[src/rtl/sha_pkg.sv]
// SHA-256 stream hasher package: request codes, round constants, initial hash.
// No dependencies.
package sha_pkg;

	localparam logic [1:0] REQ_APPEND  = 2'd0;
	localparam logic [1:0] REQ_DIGEST  = 2'd1;
	localparam logic [1:0] REQ_RESTART = 2'd2;

	localparam logic [60:0] TOTAL_LIMIT = {61{1'b1}};
	localparam logic [5:0]  PAD_LIMIT   = 6'd55;

	typedef logic [7:0][31:0] hash_t;

	localparam hash_t INIT_HASH = {
		32'h5be0cd19, 32'h1f83d9ab, 32'h9b05688c, 32'h510e527f,
		32'ha54ff53a, 32'h3c6ef372, 32'hbb67ae85, 32'h6a09e667
	};

	// Status from round unit back to the sequencer.
	typedef struct packed {
		logic busy;
		logic done;
	} rnd_ctl_t;

	function automatic logic [31:0] round_k(input logic [5:0] t);
		logic [31:0] k;
		case (t)
			6'd0: k = 32'h428a2f98; 6'd1: k = 32'h71374491; 6'd2: k = 32'hb5c0fbcf;
			6'd3: k = 32'he9b5dba5; 6'd4: k = 32'h3956c25b; 6'd5: k = 32'h59f111f1;
			6'd6: k = 32'h923f82a4; 6'd7: k = 32'hab1c5ed5; 6'd8: k = 32'hd807aa98;
			6'd9: k = 32'h12835b01; 6'd10: k = 32'h243185be; 6'd11: k = 32'h550c7dc3;
			6'd12: k = 32'h72be5d74; 6'd13: k = 32'h80deb1fe; 6'd14: k = 32'h9bdc06a7;
			6'd15: k = 32'hc19bf174; 6'd16: k = 32'he49b69c1; 6'd17: k = 32'hefbe4786;
			6'd18: k = 32'h0fc19dc6; 6'd19: k = 32'h240ca1cc; 6'd20: k = 32'h2de92c6f;
			6'd21: k = 32'h4a7484aa; 6'd22: k = 32'h5cb0a9dc; 6'd23: k = 32'h76f988da;
			6'd24: k = 32'h983e5152; 6'd25: k = 32'ha831c66d; 6'd26: k = 32'hb00327c8;
			6'd27: k = 32'hbf597fc7; 6'd28: k = 32'hc6e00bf3; 6'd29: k = 32'hd5a79147;
			6'd30: k = 32'h06ca6351; 6'd31: k = 32'h14292967; 6'd32: k = 32'h27b70a85;
			6'd33: k = 32'h2e1b2138; 6'd34: k = 32'h4d2c6dfc; 6'd35: k = 32'h53380d13;
			6'd36: k = 32'h650a7354; 6'd37: k = 32'h766a0abb; 6'd38: k = 32'h81c2c92e;
			6'd39: k = 32'h92722c85; 6'd40: k = 32'ha2bfe8a1; 6'd41: k = 32'ha81a664b;
			6'd42: k = 32'hc24b8b70; 6'd43: k = 32'hc76c51a3; 6'd44: k = 32'hd192e819;
			6'd45: k = 32'hd6990624; 6'd46: k = 32'hf40e3585; 6'd47: k = 32'h106aa070;
			6'd48: k = 32'h19a4c116; 6'd49: k = 32'h1e376c08; 6'd50: k = 32'h2748774c;
			6'd51: k = 32'h34b0bcb5; 6'd52: k = 32'h391c0cb3; 6'd53: k = 32'h4ed8aa4a;
			6'd54: k = 32'h5b9cca4f; 6'd55: k = 32'h682e6ff3; 6'd56: k = 32'h748f82ee;
			6'd57: k = 32'h78a5636f; 6'd58: k = 32'h84c87814; 6'd59: k = 32'h8cc70208;
			6'd60: k = 32'h90befffa; 6'd61: k = 32'ha4506ceb; 6'd62: k = 32'hbef9a3f7;
			default: k = 32'hc67178f2;
		endcase
		return k;
	endfunction

endpackage

[src/rtl/sha_round.sv]
// Shared SHA-256 round unit: one round per cycle with a rolling schedule window.
// Depends on sha_pkg.
module sha_round
	import sha_pkg::*;
(
	input  logic             clk,
	input  logic             arst_n,
	input  logic             start,
	input  logic [15:0][31:0] blk,
	input  hash_t            h_in,
	output hash_t            h_out,
	output logic             busy,
	output logic             done
);

	logic [15:0][31:0] w_q;
	hash_t             v_q;
	hash_t             h_q;
	logic [5:0]        t_q;
	logic              busy_q;
	logic              done_q;

	logic [31:0] a15, a2, s0, s1, wnew, wt, t1, t2, e, a;

	// Window always holds w[t..t+15] at w_q[0]; compute w[t+16] ahead
	always_comb begin
		a15  = w_q[1];
		a2   = w_q[14];
		s0   = {a15[6:0], a15[31:7]} ^ {a15[17:0], a15[31:18]} ^ (a15 >> 3);
		s1   = {a2[16:0], a2[31:17]} ^ {a2[18:0], a2[31:19]} ^ (a2 >> 10);
		wnew = w_q[0] + s0 + w_q[9] + s1;
		wt   = w_q[0];
		e    = v_q[4];
		a    = v_q[0];
		t1   = v_q[7] + ({e[5:0], e[31:6]} ^ {e[10:0], e[31:11]} ^ {e[24:0], e[31:25]})
		     + ((e & v_q[5]) ^ (~e & v_q[6])) + round_k(t_q) + wt;
		t2   = ({a[1:0], a[31:2]} ^ {a[12:0], a[31:13]} ^ {a[21:0], a[31:22]})
		     + ((a & v_q[1]) ^ (a & v_q[2]) ^ (v_q[1] & v_q[2]));
	end

	// Advance round counter
	always_ff @(posedge clk or negedge arst_n) begin
		if (!arst_n) begin
			busy_q <= 1'b0;
			done_q <= 1'b0;
			t_q    <= '0;
		end else begin
			done_q <= 1'b0;
			if (start) begin
				busy_q <= 1'b1;
				t_q    <= '0;
			end else if (busy_q) begin
				t_q <= t_q + 6'd1;
				if (t_q == 6'd63) begin
					busy_q <= 1'b0;
					done_q <= 1'b1;
				end
			end
		end
	end

	// Hold working variables and schedule
	always_ff @(posedge clk) begin
		if (start) begin
			w_q <= blk;
			v_q <= h_in;
			h_q <= h_in;
		end else if (busy_q) begin
			w_q <= {wnew, w_q[15:1]};
			v_q[0] <= t1 + t2;
			v_q[4] <= v_q[3] + t1;
			v_q[1] <= v_q[0]; v_q[2] <= v_q[1]; v_q[3] <= v_q[2];
			v_q[5] <= v_q[4]; v_q[6] <= v_q[5]; v_q[7] <= v_q[6];
		end
	end

	always_comb begin
		for (int i = 0; i < 8; i++) h_out[i] = h_q[i] + v_q[i];
	end

	assign busy = busy_q;
	assign done = done_q;

endmodule

[config.mk]
export PLATFORM = sky130hd
export DESIGN_NAME = sha_round
export DESIGN_NICKNAME = d
export VERILOG_FILES = /design/src/rtl/sha_pkg.sv /design/src/rtl/sha_round.sv
export SDC_FILE = /design/constraint.sdc
export NUM_CORES = 2
export LEC_CHECK = 0
export BUFFER_PORTS_ARGS = -buffer_cell sky130_fd_sc_hd__buf_2
export CORE_AREA = 2 2 405 407
export CTS_CLUSTER_SIZE = 16
export DETAILED_ROUTE_END_ITERATION = 7
export DIE_AREA = 0 0 407 409
export PLACE_DENSITY_LB_ADDON = 0.15
export SETUP_SLACK_MARGIN = 0.1
export SLEW_MARGIN = 20
export SYNTH_ARGS = -nofsm -noshare
export SYNTH_HDL_FRONTEND = slang
export SYNTH_SLANG_ARGS = --single-unit
[constraint.sdc]
create_clock -name clk -period 21.7 [get_ports clk]
set_input_delay 3.255 -clock clk [delete_from_list [all_inputs] [get_ports clk]]
set_output_delay 3.255 -clock clk [all_outputs]
set_load 0.02 [all_outputs]
==> flow_summary.yaml <==
outcome:
  status: "finished clean"
logic_synthesis:
  ys_types: 86
  syn_area_sq_um: 68300
  syn-instance-count: 5805
  synth_edf_count: 1024
  yosysSeqAreaShare: 0.453
  yosys_warnings: 0
  ys_ff_latch: 1032
  synthesis.nets: 7171
  ys.flop_type: "edfxtp_1"
  synthArstFlopShare: 0.00775
  syn_avg_cell_area_sq_um: 11.8
critical_path:
  endpoint: "a[30]"
  worst-setup-path-type: "register to register"
  cp_num_buf_inv: 4
  cpMaxStageDelayCell: "ha_1"
  cp.depth: 32
  rr_worst_depth: 32
  cp_common_cell: "a21oi_1"
  r2r-end: "a[30]"
  critPathLaunch: "t_q[0]"
  reg2reg_from: "t_q[0]"
  cp.arrival_ns: 9.98
  required_ns: 22.19
  crit_fanout: 19
  cpLargestDelayFamily: "compound AO/OA/AOI/OAI gates"
  critPathMaxStageDelay_ns: 0.85
  endpoint_kind: "register"
  reg2reg_slack_ns: 12.21
  cp-start-kind: "register"
sta:
  rsz0062_at_grt: "no"
  min_period_over_period: 0.437
  skew_ns: 0.0601
  finalSetupTns_ns: 0
  max_freq_ghz: 0.105
  hold_viol_final: 0
  setup_viol: 0
  layout_min_cycle_time_ns: 9.49
  drv_slew: 0
  slew_headroom: 0.212
  worstMarginPinSlew_ns: 1.17
floorplan:
  rows: 148
  die_w_microns: 407
  start_util: 0.422
  core_area_sq_um: 162000
  floorplan.io_pins: 1029
  die_y_microns: 409
  die_area_sq_um: 166000
placed_design:
  io_buffer_count: 1028
  gp_congestion: 0.969
  dp_hpwl_mm: 219
route:
  wl_met2_mm: 120
  ant_nets: 0
  route.top_layer_used: "met5"
  drt-vias-per-instance: 5.67
  drt-total-wl_mm: 268
  wl_per_cell_microns: 29.6
  dr.first_iter.drc_count: 5000
  drc: 0
  vias: 51300
  met1Wirelength_mm: 122
  route.met3.wl_mm: 18.4
  first_pass_iters: 5
finish:
  fin_nets: 8130
  drive_above_1_share: 0.293
  filler_cell_count: 15000
  syn2layout_area_growth_pct: 16.4
cts:
  cts_made_buffers: 119
  post-cts-setup-buffer-count: 0
  cts_buffer_depth: 3
  path_clk_slew_ns: 0.06
  tritoncts: "built"
  root_buffer: "clkbuf_16"
  cts.sinks: 1032
  clk_latency_ns: 0.79
  holdBufCountCts: 0
  htreeDepth: 3
  cts_resized: 0
flow_run:
  cap_violations: 0
global_routing:
  antenna_found_initial: 81
  grt_overflow: 0
  grt_pass1_vias: 49000
  grt_pass1_wl_mm: 366
  grt_max_degree: 173
  grt_usage: 0.311
hold_path:
  hold_class: "register to register"
==> cells in the final DEF, fill, tap and decap left out, types with 32 or more instances in the layout <==
master	instances
o21bai_1	50
xnor2_1	405
nand2_1	278
clkbuf_1	35
ha_1	399
fa_1	196
o21a_1	61
buf_4	44
nor2b_1	47
nor2_1	253
clkbuf_16	119
o21ai_0	315
nand3_1	79
edfxtp_1	1024
buf_2	1027
a21oi_1	313
clkinv_1	32
nand2b_1	39
xor2_1	172
a211oi_1	41
mux2_2	705
nor3_1	100
and3_1	38
inv_1	401
a31oi_1	54
a21o_1	161
o211ai_1	37
==> registers in the layout, indices dropped and copies added, names as in the netlist <==
| name | flops |
|---|---|
| e | 32 |
| done | 1 |
| a2 | 32 |
| busy | 1 |
| a15 | 32 |
| t_q | 6 |
| a | 32 |
| h_q | 256 |
| v_q | 192 |
| w_q | 416 |
| wt | 32 |
==> cell usage after synthesis, drive strengths merged (26+ instances only) <==
library cell,instances,area share
edfxtp,1024,0.45
mux2,705,0.12
xnor2,405,0.052
inv,402,0.022
ha,399,0.073
o21ai,344,0.025
a21oi,320,0.024
nand2,278,0.015
nor2,253,0.014
clkbuf,225,0.012
fa,196,0.057
xor2,172,0.022
a21o,161,0.018
nor3,100,0.0073
nand3,79,0.0058
o21a,61,0.0067
a31oi,56,0.0056
o21bai,50,0.0055
nor2b,48,0.0045
a211oi,45,0.0052
nand2b,39,0.0036
and3,38,0.0035
o211ai,37,0.0041
o31ai,26,0.0029
==> kinds of logic (layout without fill, tap and decap cells) <==
family                     count (synthesis)  in the layout  share of synthesized area
AOI/OAI and AO/OA                       1272           1272                      0.121
xor gates and xnor gates                 578            578                     0.0743
adders and majority gates                599            599                      0.131
buffers and inverters                    644           1699                     0.0354
DFF                                     1032           1032                      0.453
muxes                                    721            721                      0.119
other                                      0             24                          0
and+or+nand+nor                          959            959                     0.0658
==> layer usage <==
| layer | up-vias | GRT usage |
|---|---|---|
| li1 | 23200 | - |
| met1 | 25700 | 0.452 |
| met2 | 1984 | 0.477 |
| met3 | 376 | 0.0521 |
| met4 | 24 | 0.0885 |
| met5 | - | 0 |
==> worst min path at each step <==
stage,endpoint,startpoint,slack [ns],cells past startpoint
final,w_q[67],w_q[99],0.52,1
after global routing,w_q[67],w_q[99],0.54,1
after CTS,w_q[67],w_q[99],0.52,1
after detailed placement,w_q[321],w_q[353],0.53,1
after global placement,w_q[297],w_q[329],0.53,1
after floorplan,a15[0],w_q[64],0.52,1
==> metrics by stage <==
stage	hold WS [ns]	cell area [sq um]	util	cells	worst slack [ns]
finish	0.522	79600	0.491	9059	12.21
detailed placement	0.532	75700	0.467	8818	12.39
CTS	0.520	79500	0.491	9035	12.33
floorplan	0.525	68300	-	5805	7.44
global route	0.543	79500	0.491	9048	11.68
global placement	0.526	75700	0.467	8818	12.61
==> final cells by class <==
cell class	instances	area, sq um	area share
multi-input combinational	4129	35000	0.439
tap	2175	2720	0.0342
clock inverter	63	687	0.00863
timing repair buffer	1074	5530	0.0695
antenna	24	60.1	0.000755
sequential	1032	31000	0.389
inverter	408	1530	0.0193
clock buffer	154	3110	0.0391
==> worst register-to-register path: cells and delay by family, from the launching register on <==
| family | cells | cell delay, ns |
|---|---|---|
| AOI/OAI and AO/OA | 14 | 3.01 |
| xor gates and xnor gates | 2 | 0.24 |
| adders and majority gates | 6 | 2.94 |
| buffers and inverters | 4 | 0.74 |
| DFF | 1 | 0.82 |
| muxes | 1 | 0.27 |
| and+or+nand+nor | 5 | 1.19 |
Power is not shown: default switching activity piles up to over one toggle a cycle in this logic, so the estimate is an artifact.
